File: config.mk
export PLATFORM = sky130hd
export DESIGN_NAME = mouse_button_press_classifier
export DESIGN_NICKNAME = d
export VERILOG_FILES = /design/src/hw/rtl/mbpc_pkg.sv /design/src/hw/rtl/mbpc_ctrl.sv /design/src/hw/rtl/mbpc_datapath.sv /design/src/hw/rtl/mouse_button_press_classifier.sv
export VERILOG_INCLUDE_DIRS = /design/src /design/src/hw/rtl
export SDC_FILE = /design/constraint.sdc
export NUM_CORES = 2
export LEC_CHECK = 0
export ABC_AREA = 1
export BUFFER_PORTS_ARGS = -buffer_cell sky130_fd_sc_hd__buf_2
export CAP_MARGIN = 20
export CORE_MARGIN = 2
export CORE_UTILIZATION = 50
export CTS_BUF_LIST = sky130_fd_sc_hd__clkbuf_4 sky130_fd_sc_hd__clkbuf_8 sky130_fd_sc_hd__clkbuf_16
export CTS_CLUSTER_DIAMETER = 50
export CTS_CLUSTER_SIZE = 14
export DETAILED_ROUTE_END_ITERATION = 8
export GPL_ROUTABILITY_DRIVEN = 1
export HOLD_SLACK_MARGIN = 0.08
export PLACE_DENSITY = 0.66
export SYNTH_ARGS = -nofsm -noshare
export SYNTH_HDL_FRONTEND = slang
export SYNTH_SLANG_ARGS = --single-unit
File: constraint.sdc
create_clock -name clk_i -period 11.74 [get_ports clk_i]
set_input_delay 0 -clock clk_i [delete_from_list [all_inputs] [get_ports clk_i]]
set_output_delay 0 -clock clk_i [all_outputs]
set_load 0.01 [all_outputs]
File: src/hw/rtl/mouse_button_press_classifier_assert.svh
// ----------------------------------------------------------------------------
// Mouse button press classifier assertion macros
// Concurrent checks clocked on clk_i and disabled while rst_ni is low.
// ----------------------------------------------------------------------------
`ifndef MOUSE_BUTTON_PRESS_CLASSIFIER_ASSERT_SVH
`define MOUSE_BUTTON_PRESS_CLASSIFIER_ASSERT_SVH

`ifndef SYNTH

// property must hold at every edge
`define MBPC_ASSERT(lbl, prop, msg) \
  lbl: assert property (@(posedge clk_i) disable iff (!rst_ni) (prop)) else $error(msg);

// expression must never be true
`define MBPC_ASSERT_NEVER(lbl, expr, msg) \
  lbl: assert property (@(posedge clk_i) disable iff (!rst_ni) !(expr)) else $error(msg);

`else

`define MBPC_ASSERT(lbl, prop, msg)
`define MBPC_ASSERT_NEVER(lbl, expr, msg)

`endif

`endif

File: src/hw/rtl/mbpc_pkg.sv
// ----------------------------------------------------------------------------
// mbpc_pkg
// Shared types and codes of the mouse button press classifier.
// ----------------------------------------------------------------------------
`default_nettype none

package mbpc_pkg;

  localparam int unsigned TIME_W   = 32;
  localparam int unsigned POS_W    = 16;
  localparam int unsigned RADIUS_W = 15;
  localparam int unsigned SEL_W    = 3;
  localparam int unsigned CMD_W    = 2;
  localparam int unsigned CFG_IDX_W = 2;
  localparam int unsigned IN_TDATA_W  = 72;
  localparam int unsigned OUT_TDATA_W = 40;

  typedef enum logic [CMD_W-1:0] {
    CMD_FRAME = 2'd0,
    CMD_MOVE  = 2'd1,
    CMD_LEVEL = 2'd2
  } cmd_e;

  typedef enum logic [1:0] {
    BST_RELEASED = 2'd0,
    BST_PRESSED  = 2'd1,
    BST_HELD     = 2'd2,
    BST_REPEAT   = 2'd3
  } btn_state_e;

  typedef enum logic [CFG_IDX_W-1:0] {
    CFG_HOLD_MIN  = 2'd0,
    CFG_DC_WINDOW = 2'd1,
    CFG_DC_RADIUS = 2'd2
  } cfg_idx_e;

  typedef struct packed {
    logic [CMD_W-1:0]         command;
    logic [TIME_W-1:0]        now_time;
    logic                     focused;
    logic signed [POS_W-1:0]  pos_x;
    logic signed [POS_W-1:0]  pos_y;
    logic [SEL_W-1:0]         button_select;
    logic                     button_down;
  } in_item_t;

  typedef struct packed {
    logic [SEL_W-1:0]  button_number;
    logic [1:0]        button_state;
    logic [TIME_W-1:0] hold_time;
    logic              last;
  } out_item_t;

  // controller to datapath
  typedef struct packed {
    logic rd;
    logic sq;
    logic ev;
  } ctrl_cmd_t;

  // datapath to controller
  typedef struct packed {
    logic out_busy;
  } dp_status_t;

endpackage

`default_nettype wire

File: src/hw/rtl/mbpc_ctrl.sv
// ----------------------------------------------------------------------------
// mbpc_ctrl
// Sequencer that walks the buttons on a focused frame beat, three steps each.
// ----------------------------------------------------------------------------
`default_nettype none

module mbpc_ctrl #(
  parameter int unsigned NUM_BUTTONS = 8,
  parameter int unsigned IDX_W       = 3
) (
  input  wire                      clk_i,
  input  wire                      rst_ni,
  input  wire                      in_valid_i,
  input  wire mbpc_pkg::in_item_t  in_item_i,
  output logic                     in_ready_o,
  input  wire mbpc_pkg::dp_status_t status_i,
  output mbpc_pkg::ctrl_cmd_t      cmd_o,
  output logic [IDX_W-1:0]         idx_o
);

  typedef enum logic [1:0] {
    S_IDLE,
    S_RD,
    S_SQ,
    S_EV
  } state_e;

  state_e            state_q, state_d;
  logic [IDX_W-1:0]  idx_q, idx_d;
  logic              start;
  logic              ev_fire;
  logic              last_btn;

  assign start    = in_valid_i && (state_q == S_IDLE) &&
                    (in_item_i.command == mbpc_pkg::CMD_FRAME) && in_item_i.focused;
  assign ev_fire  = (state_q == S_EV) && !status_i.out_busy;
  assign last_btn = (idx_q == IDX_W'(NUM_BUTTONS - 1));

  always_comb begin
    state_d = state_q;
    idx_d   = idx_q;
    unique case (state_q)
      S_IDLE: begin
        if (start) begin
          state_d = S_RD;
          idx_d   = '0;
        end
      end
      S_RD: state_d = S_SQ;
      S_SQ: state_d = S_EV;
      S_EV: begin
        if (ev_fire) begin
          if (last_btn) begin
            state_d = S_IDLE;
          end else begin
            state_d = S_RD;
            idx_d   = idx_q + 1'b1;
          end
        end
      end
      default: state_d = S_IDLE;
    endcase
  end

  always_ff @(posedge clk_i or negedge rst_ni) begin
    if (!rst_ni) begin
      state_q <= S_IDLE;
      idx_q   <= '0;
    end else begin
      state_q <= state_d;
      idx_q   <= idx_d;
    end
  end

  assign in_ready_o = (state_q == S_IDLE);
  assign cmd_o.rd   = (state_q == S_RD);
  assign cmd_o.sq   = (state_q == S_SQ);
  assign cmd_o.ev   = ev_fire;
  assign idx_o      = idx_q;

endmodule

`default_nettype wire

File: src/hw/rtl/mbpc_datapath.sv
// ----------------------------------------------------------------------------
// mbpc_datapath
// Pointer, levels, per-button press records, distance squares and the
// result register.
// ----------------------------------------------------------------------------
`default_nettype none

module mbpc_datapath #(
  parameter int unsigned NUM_BUTTONS = 8,
  parameter int unsigned IDX_W       = 3
) (
  input  wire                                clk_i,
  input  wire                                rst_ni,
  input  wire                                cfg_we_i,
  input  wire [mbpc_pkg::CFG_IDX_W-1:0]      cfg_index_i,
  input  wire [mbpc_pkg::TIME_W-1:0]         cfg_data_i,
  input  wire                                in_accept_i,
  input  wire mbpc_pkg::in_item_t            in_item_i,
  input  wire mbpc_pkg::ctrl_cmd_t           cmd_i,
  input  wire [IDX_W-1:0]                    idx_i,
  output mbpc_pkg::dp_status_t               status_o,
  output logic                               out_valid_o,
  input  wire                                out_ready_i,
  output mbpc_pkg::out_item_t                out_item_o
);

  localparam int unsigned TW = mbpc_pkg::TIME_W;
  localparam int unsigned PW = mbpc_pkg::POS_W;
  localparam int unsigned RW = mbpc_pkg::RADIUS_W;

  // configuration
  logic [TW-1:0]     hold_min_q, win_q;
  logic [RW-1:0]     radius_q;
  logic [2*RW-1:0]   r2_q;

  // shared state
  logic signed [PW-1:0]    ptr_x_q, ptr_y_q;
  logic [NUM_BUTTONS-1:0]  levels_q;
  logic [TW-1:0]           now_q;

  // per-button records
  mbpc_pkg::btn_state_e   pst_q    [NUM_BUTTONS];
  logic [TW-1:0]          click_t_q[NUM_BUTTONS];
  logic [TW-1:0]          prev_t_q [NUM_BUTTONS];
  logic signed [PW-1:0]   cx_q     [NUM_BUTTONS];
  logic signed [PW-1:0]   cy_q     [NUM_BUTTONS];
  logic [TW-1:0]          hold_q   [NUM_BUTTONS];

  // stage registers
  logic                   lvl_q, hold_ge_q, win_lt_q;
  mbpc_pkg::btn_state_e   st_q;
  logic [TW-1:0]          elapsed_q;
  logic signed [PW:0]     dx_q, dy_q;
  logic [TW-1:0]          sqx_q, sqy_q;

  // result register
  logic                   out_valid_q;
  mbpc_pkg::out_item_t    out_q;

  logic [TW-1:0]          elapsed_d;
  logic signed [PW:0]     dx_d, dy_d;
  logic signed [2*PW+1:0] px, py;
  logic [TW:0]            d2;
  logic                   near;
  mbpc_pkg::btn_state_e   st_n;
  logic                   sel_ok;

  assign elapsed_d = now_q - click_t_q[idx_i];
  assign dx_d = {ptr_x_q[PW-1], ptr_x_q} - {cx_q[idx_i][PW-1], cx_q[idx_i]};
  assign dy_d = {ptr_y_q[PW-1], ptr_y_q} - {cy_q[idx_i][PW-1], cy_q[idx_i]};
  assign px   = dx_q * dx_q;
  assign py   = dy_q * dy_q;
  assign d2   = {1'b0, sqx_q} + {1'b0, sqy_q};
  assign near = d2 < {{(TW + 1 - 2*RW){1'b0}}, r2_q};
  assign sel_ok = ({1'b0, in_item_i.button_select} < 4'(NUM_BUTTONS));

  always_comb begin
    st_n = st_q;
    if (!lvl_q) begin
      st_n = mbpc_pkg::BST_RELEASED;
    end else begin
      if (st_q == mbpc_pkg::BST_PRESSED) begin
        if (hold_ge_q) st_n = mbpc_pkg::BST_HELD;
        if (win_lt_q && near) st_n = mbpc_pkg::BST_REPEAT;
      end
      if (st_n == mbpc_pkg::BST_RELEASED) st_n = mbpc_pkg::BST_PRESSED;
    end
  end

  // configuration and shared state
  always_ff @(posedge clk_i or negedge rst_ni) begin
    if (!rst_ni) begin
      hold_min_q <= TW'(500);
      win_q      <= TW'(300);
      radius_q   <= RW'(4);
      r2_q       <= (2*RW)'(16);
      ptr_x_q    <= '0;
      ptr_y_q    <= '0;
      levels_q   <= '0;
      now_q      <= '0;
    end else begin
      r2_q <= (2*RW)'(radius_q * radius_q);
      if (cfg_we_i) begin
        case (cfg_index_i)
          mbpc_pkg::CFG_HOLD_MIN:  hold_min_q <= cfg_data_i;
          mbpc_pkg::CFG_DC_WINDOW: win_q      <= cfg_data_i;
          mbpc_pkg::CFG_DC_RADIUS: radius_q   <= cfg_data_i[RW-1:0];
          default: ;
        endcase
      end
      if (in_accept_i) begin
        case (in_item_i.command)
          mbpc_pkg::CMD_FRAME: now_q <= in_item_i.now_time;
          mbpc_pkg::CMD_MOVE: begin
            ptr_x_q <= in_item_i.pos_x;
            ptr_y_q <= in_item_i.pos_y;
          end
          mbpc_pkg::CMD_LEVEL: begin
            if (sel_ok) levels_q[in_item_i.button_select[IDX_W-1:0]] <= in_item_i.button_down;
          end
          default: ;
        endcase
      end
    end
  end

  // per-button records, written back on the evaluate step
  always_ff @(posedge clk_i or negedge rst_ni) begin
    if (!rst_ni) begin
      for (int i = 0; i < NUM_BUTTONS; i++) begin
        pst_q[i]     <= mbpc_pkg::BST_RELEASED;
        click_t_q[i] <= '0;
        prev_t_q[i]  <= '0;
        cx_q[i]      <= '0;
        cy_q[i]      <= '0;
        hold_q[i]    <= '0;
      end
    end else if (cmd_i.ev) begin
      pst_q[idx_i] <= st_n;
      if (!lvl_q) begin
        cx_q[idx_i] <= '0;
        cy_q[idx_i] <= '0;
      end else begin
        if (st_n == mbpc_pkg::BST_HELD) hold_q[idx_i] <= elapsed_q;
        if (st_q == mbpc_pkg::BST_RELEASED) begin
          cx_q[idx_i]      <= ptr_x_q;
          cy_q[idx_i]      <= ptr_y_q;
          prev_t_q[idx_i]  <= click_t_q[idx_i];
          click_t_q[idx_i] <= now_q;
        end
      end
    end
  end

  // read and square steps
  always_ff @(posedge clk_i) begin
    if (cmd_i.rd) begin
      lvl_q     <= levels_q[idx_i];
      st_q      <= pst_q[idx_i];
      elapsed_q <= elapsed_d;
      hold_ge_q <= (elapsed_d >= hold_min_q);
      win_lt_q  <= ((click_t_q[idx_i] - prev_t_q[idx_i]) < win_q);
      dx_q      <= dx_d;
      dy_q      <= dy_d;
    end
    if (cmd_i.sq) begin
      sqx_q <= px[TW-1:0];
      sqy_q <= py[TW-1:0];
    end
  end

  // result register
  always_ff @(posedge clk_i or negedge rst_ni) begin
    if (!rst_ni) begin
      out_valid_q <= 1'b0;
    end else if (cmd_i.ev) begin
      out_valid_q <= 1'b1;
    end else if (out_ready_i) begin
      out_valid_q <= 1'b0;
    end
  end

  always_ff @(posedge clk_i) begin
    if (cmd_i.ev) begin
      out_q.button_number <= mbpc_pkg::SEL_W'(idx_i);
      out_q.button_state  <= st_n;
      out_q.hold_time     <= (lvl_q && st_n == mbpc_pkg::BST_HELD) ? elapsed_q : hold_q[idx_i];
      out_q.last          <= (idx_i == IDX_W'(NUM_BUTTONS - 1));
    end
  end

  assign status_o.out_busy = out_valid_q && !out_ready_i;
  assign out_valid_o       = out_valid_q;
  assign out_item_o        = out_q;

endmodule

`default_nettype wire

File: src/hw/rtl/mouse_button_press_classifier.sv
// ----------------------------------------------------------------------------
// mouse_button_press_classifier
// Tracks pointer and button levels and reports per-button press state on
// focused frame beats.
// ----------------------------------------------------------------------------
// Usage:
//   s_axis carries commands (tuser): pointer move, button level change or
//   frame tick. Move and level beats update state in the cycle they are
//   taken and produce nothing. A frame beat with focused set walks all
//   NUM_BUTTONS buttons and emits one m_axis beat per button, button 0
//   first, tlast on the final one. Unfocused frames and unknown commands
//   are dropped.
//   Each button goes through record read, distance squares, and evaluate
//   and write back, in that order. s_axis_tready is low during the walk
//   and high otherwise, also while a result waits in the output register.
//   When m_axis stalls the walk holds at the evaluate step of the next
//   button until the output register drains.
//   The cfg channel is always ready; write only while the block is idle.
//   Reset clears pointer, levels and all button records and loads the
//   default hold time, double-click window and radius.
// ----------------------------------------------------------------------------
`default_nettype none

`include "mouse_button_press_classifier_assert.svh"

module mouse_button_press_classifier #(
  parameter int unsigned NUM_BUTTONS = 8
) (
  input  wire                                  clk_i,
  input  wire                                  rst_ni,
  // cfg: index 0 hold_min_time, 1 double_click_window, 2 double_click_radius
  input  wire                                  cfg_valid_i,
  output logic                                 cfg_ready_o,
  input  wire [mbpc_pkg::CFG_IDX_W-1:0]        cfg_index_i,
  input  wire [mbpc_pkg::TIME_W-1:0]           cfg_data_i,
  input  wire                                  s_axis_tvalid,
  output logic                                 s_axis_tready,
  // tdata: now_time[31:0], focused[32], pos_x[48:33], pos_y[64:49],
  //        button_select[67:65], button_down[68], zero[71:69]
  input  wire [mbpc_pkg::IN_TDATA_W-1:0]       s_axis_tdata,
  // tuser: command[1:0]
  input  wire [mbpc_pkg::CMD_W-1:0]            s_axis_tuser,
  output logic                                 m_axis_tvalid,
  input  wire                                  m_axis_tready,
  // tdata: button_number[2:0], button_state[4:3], hold_time[36:5], zero[39:37]
  output logic [mbpc_pkg::OUT_TDATA_W-1:0]     m_axis_tdata,
  output logic                                 m_axis_tlast
);

  localparam int unsigned IDX_W = (NUM_BUTTONS > 1) ? $clog2(NUM_BUTTONS) : 1;

  mbpc_pkg::in_item_t   in_item;
  mbpc_pkg::out_item_t  out_item;
  mbpc_pkg::ctrl_cmd_t  cmd;
  mbpc_pkg::dp_status_t status;
  logic [IDX_W-1:0]     idx;
  logic                 in_accept;

  assign in_item.command       = s_axis_tuser;
  assign in_item.now_time      = s_axis_tdata[31:0];
  assign in_item.focused       = s_axis_tdata[32];
  assign in_item.pos_x         = s_axis_tdata[48:33];
  assign in_item.pos_y         = s_axis_tdata[64:49];
  assign in_item.button_select = s_axis_tdata[67:65];
  assign in_item.button_down   = s_axis_tdata[68];

  assign in_accept   = s_axis_tvalid && s_axis_tready;
  assign cfg_ready_o = 1'b1;

  mbpc_ctrl #(
    .NUM_BUTTONS (NUM_BUTTONS),
    .IDX_W       (IDX_W)
  ) u_ctrl (
    .clk_i      (clk_i),
    .rst_ni     (rst_ni),
    .in_valid_i (s_axis_tvalid),
    .in_item_i  (in_item),
    .in_ready_o (s_axis_tready),
    .status_i   (status),
    .cmd_o      (cmd),
    .idx_o      (idx)
  );

  mbpc_datapath #(
    .NUM_BUTTONS (NUM_BUTTONS),
    .IDX_W       (IDX_W)
  ) u_datapath (
    .clk_i       (clk_i),
    .rst_ni      (rst_ni),
    .cfg_we_i    (cfg_valid_i && cfg_ready_o),
    .cfg_index_i (cfg_index_i),
    .cfg_data_i  (cfg_data_i),
    .in_accept_i (in_accept),
    .in_item_i   (in_item),
    .cmd_i       (cmd),
    .idx_i       (idx),
    .status_o    (status),
    .out_valid_o (m_axis_tvalid),
    .out_ready_i (m_axis_tready),
    .out_item_o  (out_item)
  );

  assign m_axis_tdata = {3'b000, out_item.hold_time, out_item.button_state,
                         out_item.button_number};
  assign m_axis_tlast = out_item.last;

  `MBPC_ASSERT(a_frame_blocks_input,
    in_accept && (s_axis_tuser == mbpc_pkg::CMD_FRAME) && s_axis_tdata[32] |=> !s_axis_tready,
    "focused frame beat did not start the button walk")
  `MBPC_ASSERT(a_read_then_square, cmd.rd |=> cmd.sq,
    "record read not followed by square step")
  `MBPC_ASSERT(a_eval_fills_output, cmd.ev |=> m_axis_tvalid,
    "evaluate step did not load the output register")
  `MBPC_ASSERT_NEVER(a_busy_while_ready, s_axis_tready && (cmd.rd || cmd.sq),
    "input ready during button walk")

endmodule

`default_nettype wire

==> reports/metrics.csv <==
stage;metric;value;unit
drt;# DRC;0;
yosys;Synth Area in XOR/XNOR;2.35;%
critical_path;worst-path cell chain;nand3_1 -> inv_6 -> buf_4 -> a22o_1 -> a221oi_1 -> nand2_1 -> inv_1 -> ha_1 -> nand3_1 -> nand2_1 -> a31oi_1 -> o21ai_0 -> a31oi_1 -> o21ai_0 -> xor2_1 -> ha_1 -> a21oi_1 -> nor2_1 -> a211oi_1 -> nand2_1 -> nand2_1 -> nand2_1 -> nand2_1 -> nand2_1;
clocking;TritonCTS clock tree;yes;
hold_path;Hold Crit Class;input port to flip-flop;
finish;post-route cell area;99600;um2
finish;most frequent cells in the layout;nand2_1 (2,462), inv_1 (1,553), dfrtp_1 (1,214);
critical_path;R2R depth;24;
critical_path;slowest CP cell;buf_4;
place;pre-CTS WS;4.58;ns
drt;Routed Antenna Nets;0;
yosys;Netlist cell types;57;
critical_path;crit-path most repeated cell;nand2_1;
yosys;asr flop ratio synth;87.8;%
clocking;hold buffer count at CTS;224;
yosys;Syn. warnings;0;
clocking;Clock Latency Late Sink;0.82;ns
place;I/O Buffers;149;
hold_path;Hold Crit Depth;5;
critical_path;required time of the critical path;12.30;ns
clocking;postcts setup bufs;0;
timing;Fin. Hold Viols;0;
drt;final wirelength;252;mm
timing;Tcrit/Tclk final;61.4;%
yosys;Seq/Total Area, Yosys;39.9;%
hold_path;hold_sp;cfg_valid_i;
yosys;post-synthesis mux area share;0;%
place;gpl congestion;0.912;
global_routing;largest net degree at the start of global routing;188;
yosys;Avg Inst Size Synth;8.94;um2
floorplanning;die area;183000;um2
critical_path;crit-path leading delay family;compound AO/OA/AOI/OAI gates;
yosys;Synth Area in Simple Gates;15.0;%
timing;worst setup margin;4.53;ns
yosys;synthesized-area fraction occupied by adder cells;21.2;%
global_routing;vias in the first global route;71500;
critical_path;Worst Setup Start Kind;flip-flop;
critical_path;Largest stage delay, worst path;0.77;ns
yosys;commonest register cell after synthesis;dfrtp_1;
timing;max-slew violation count;0;
floorplanning;starting density of the core;50.3;%
floorplanning;core area;179000;um2
clocking;Root Buffer;clkbuf_16;
clocking;cts bufs inserted;147;
yosys;Mapped Cells;10100;
job;max cap viols;0;
hold_path;hold endpoint;u_datapath.hold_min_q[4]$_DFFE_PN1P_;
timing;Rel. slew slack;23.2;%
finish;layout cells sized above 1;5.69;%
global_routing;first-pass GRT wire length;401;mm
clocking;Clk pin slew, worst setup/hold paths;0.07;ns
critical_path;Crit Path Max Fanout;49;
finish;NumNets Final;11400;
floorplanning;Die Width;428;um
critical_path;CP Data Arrival Time;7.77;ns
global_routing;global route total overflow;0;
yosys;synthesized cell area;89900;um2
timing;setup TNS;0;ns
critical_path;r2r setup slk;4.53;ns
floorplanning;Die Span Y;428;um
yosys;Seq cells post-synth;1397;
timing;final setup vio count;0;
finish;area added between synthesis and finish;10.8;%
drt;Vias;70800;
clocking;post-CTS sizing;0;
floorplanning;row count;155;
critical_path;Critical path buffers and inverters;3;
critical_path;CP endpoint kind;flip-flop;
yosys;compound-gate portion of the synthesized area;12.3;%
finish;commonest non-fill, non-tap cell in the layout;nand2_1;
place;placed inst area;92200;um2
clocking;clock buffer depth;3;
global_routing;All-Layer GR Usage;27.7;%
drt;Initial DRC Count;6919;
timing;RSZ-0062 raised after global routing;no;
critical_path;Worst R2R Start;u_ctrl.idx_o[1]$_DFFE_PN0P_;
floorplanning;I/O pins;157;
clocking;H-tree Lvls;4;
critical_path;Setup CP Type;flip-flop to flip-flop;
drt;first drt pass iteration count;6;
critical_path;RR Endpoint;u_datapath.hold_ge_q$_DFFE_PN_;
yosys;EDFF count, synth;171;
timing;clk_skew;0.0710;ns
global_routing;antenna violations before repair;5;
clocking;clk sinks;1397;
timing;FMAX;139;MHz
place;placed wire-length estimate;166;mm
status;outcome;finished, final reports clean;
timing;Fin Hold WS;0.118;ns
drt;vias per inst;5.63;
yosys;largest family of logic cells by synthesized area;adder cells;
drt;Routed WL per cell;20.1;um
timing;worst slew pin tran;1.15;ns
timing;Final min period;7.21;ns
## worst register-to-register path, delay by kind of cell, from the launching register on
kind                       cells  cell delay [ns]
AOI/OAI and AO/OA              8             2.20
xor gates and xnor gates       1             0.41
buffers and inverters          3             1.58
and+or+nand+nor               10             1.42
adders and majority gates      2             0.72
DFF                            1             0.63
## sequential cells by signal, indices dropped and copies added, names as in the netlist, 2 cells and up
signal,cells
u_datapath.prev_t_q,256
u_datapath.sqy_q,31
u_datapath.now_q,32
u_datapath.elapsed_q,32
u_datapath.out_item_o,38
u_datapath.r2_q,29
u_datapath.cy_q,128
u_ctrl.state_q,2
u_datapath.ptr_y_q,16
u_datapath.levels_q,8
u_datapath.dy_q,17
u_datapath.dx_q,17
u_datapath.hold_min_q,32
u_datapath.radius_q,15
u_datapath.st_q,2
u_datapath.sqx_q,31
u_datapath.win_q,32
u_datapath.ptr_x_q,16
u_datapath.cx_q,128
u_datapath.hold_q,256
u_datapath.pst_q,16
u_datapath.click_t_q,256
u_ctrl.idx_o,3
## worst max-delay path by stage
stage / startpoint / depth (start not counted) / to / slack (ns)
after floorplan: u_datapath.dy_q[4]$_DFFE_PN_ / 22 / u_datapath.sqy_q[28]$_DFFE_PN_ / 5.69
final: u_ctrl.idx_o[1]$_DFFE_PN0P_ / 24 / u_datapath.hold_ge_q$_DFFE_PN_ / 4.53
after detailed placement: u_ctrl.idx_o[1]$_DFFE_PN0P_ / 24 / u_datapath.hold_ge_q$_DFFE_PN_ / 4.58
after CTS: u_ctrl.idx_o[1]$_DFFE_PN0P_ / 24 / u_datapath.hold_ge_q$_DFFE_PN_ / 4.56
after global placement: u_ctrl.idx_o[1]$_DFFE_PN0P_ / 24 / u_datapath.hold_ge_q$_DFFE_PN_ / 4.67
after global routing: u_ctrl.idx_o[1]$_DFFE_PN0P_ / 24 / u_datapath.hold_ge_q$_DFFE_PN_ / 4.10
## synth_stat cells (4+ instances only)
cell | number | share of area, %
a211oi_1 | 10 | 0.084
a21boi_0 | 11 | 0.092
a21o_1 | 22 | 0.18
a21oi_1 | 344 | 1.9
a221oi_1 | 130 | 1.3
a22o_1 | 110 | 1.1
a22oi_1 | 114 | 0.95
a31oi_1 | 32 | 0.22
and2_1 | 4 | 0.028
buf_1 | 29 | 0.12
buf_2 | 61 | 0.34
buf_4 | 11 | 0.092
buf_6 | 18 | 0.23
clkbuf_1 | 440 | 1.8
dfrtp_1 | 1214 | 34
dfstp_2 | 12 | 0.35
edfxtp_1 | 171 | 5.7
fa_1 | 658 | 15
ha_1 | 472 | 6.6
inv_1 | 1555 | 6.5
inv_2 | 7 | 0.029
nand2_1 | 2478 | 10
nand3_1 | 114 | 0.63
nand4_1 | 368 | 2.6
nor2_1 | 247 | 1.0
nor2_2 | 4 | 0.028
nor3_1 | 21 | 0.12
nor3_2 | 6 | 0.067
nor4_1 | 10 | 0.070
o2111ai_1 | 14 | 0.14
o211ai_1 | 10 | 0.084
o21a_1 | 11 | 0.092
o21ai_0 | 960 | 5.3
o21ai_1 | 11 | 0.061
o21bai_1 | 16 | 0.13
o22ai_1 | 65 | 0.45
o2bb2ai_1 | 7 | 0.068
o31ai_1 | 5 | 0.042
or2_2 | 12 | 0.084
xnor2_1 | 94 | 0.92
xor2_1 | 147 | 1.4
## kinds of logic after synthesis
group	Yosys count
AO/OA/AOI/OAI	1884
XOR/XNOR	241
adder cells (fa/ha/maj)	1130
buffers and inverters	2128
flip-flops	1397
other	2
AND/OR/NAND/NOR	3271
## area by class of cell
cell class	count	area (um2)
tap	2355	2950
inverter	1565	5880
clock inverter	65	912
clock buffer	191	4180
multi-input combinational	6530	46000
antenna	4	10.0
timing repair buffer	466	3850
fill	15700	79000
sequential	1397	35800
## per-stage QoR
step	utilization [%]	std cells
after floorplan	-	10100
after global routing	55.8	12600
after detailed placement	51.6	12100
final	55.8	12600
after CTS	55.7	12600
after global placement	51.6	12100
## layer usage
layer	track usage (%)	wire, um	share of wire [%]	vias to the layer above
li1	-	-	-	32600
met1	37.1	104000	41	35100
met2	45.7	121000	48	2633
met3	3.62	17300	6.9	508
met4	11.1	10100	4.0	0
met5	0	0	0	-
Power is left out: the tool's default activity adds up to more than one toggle a clock period on the data nets, which glitch-free logic cannot reach.
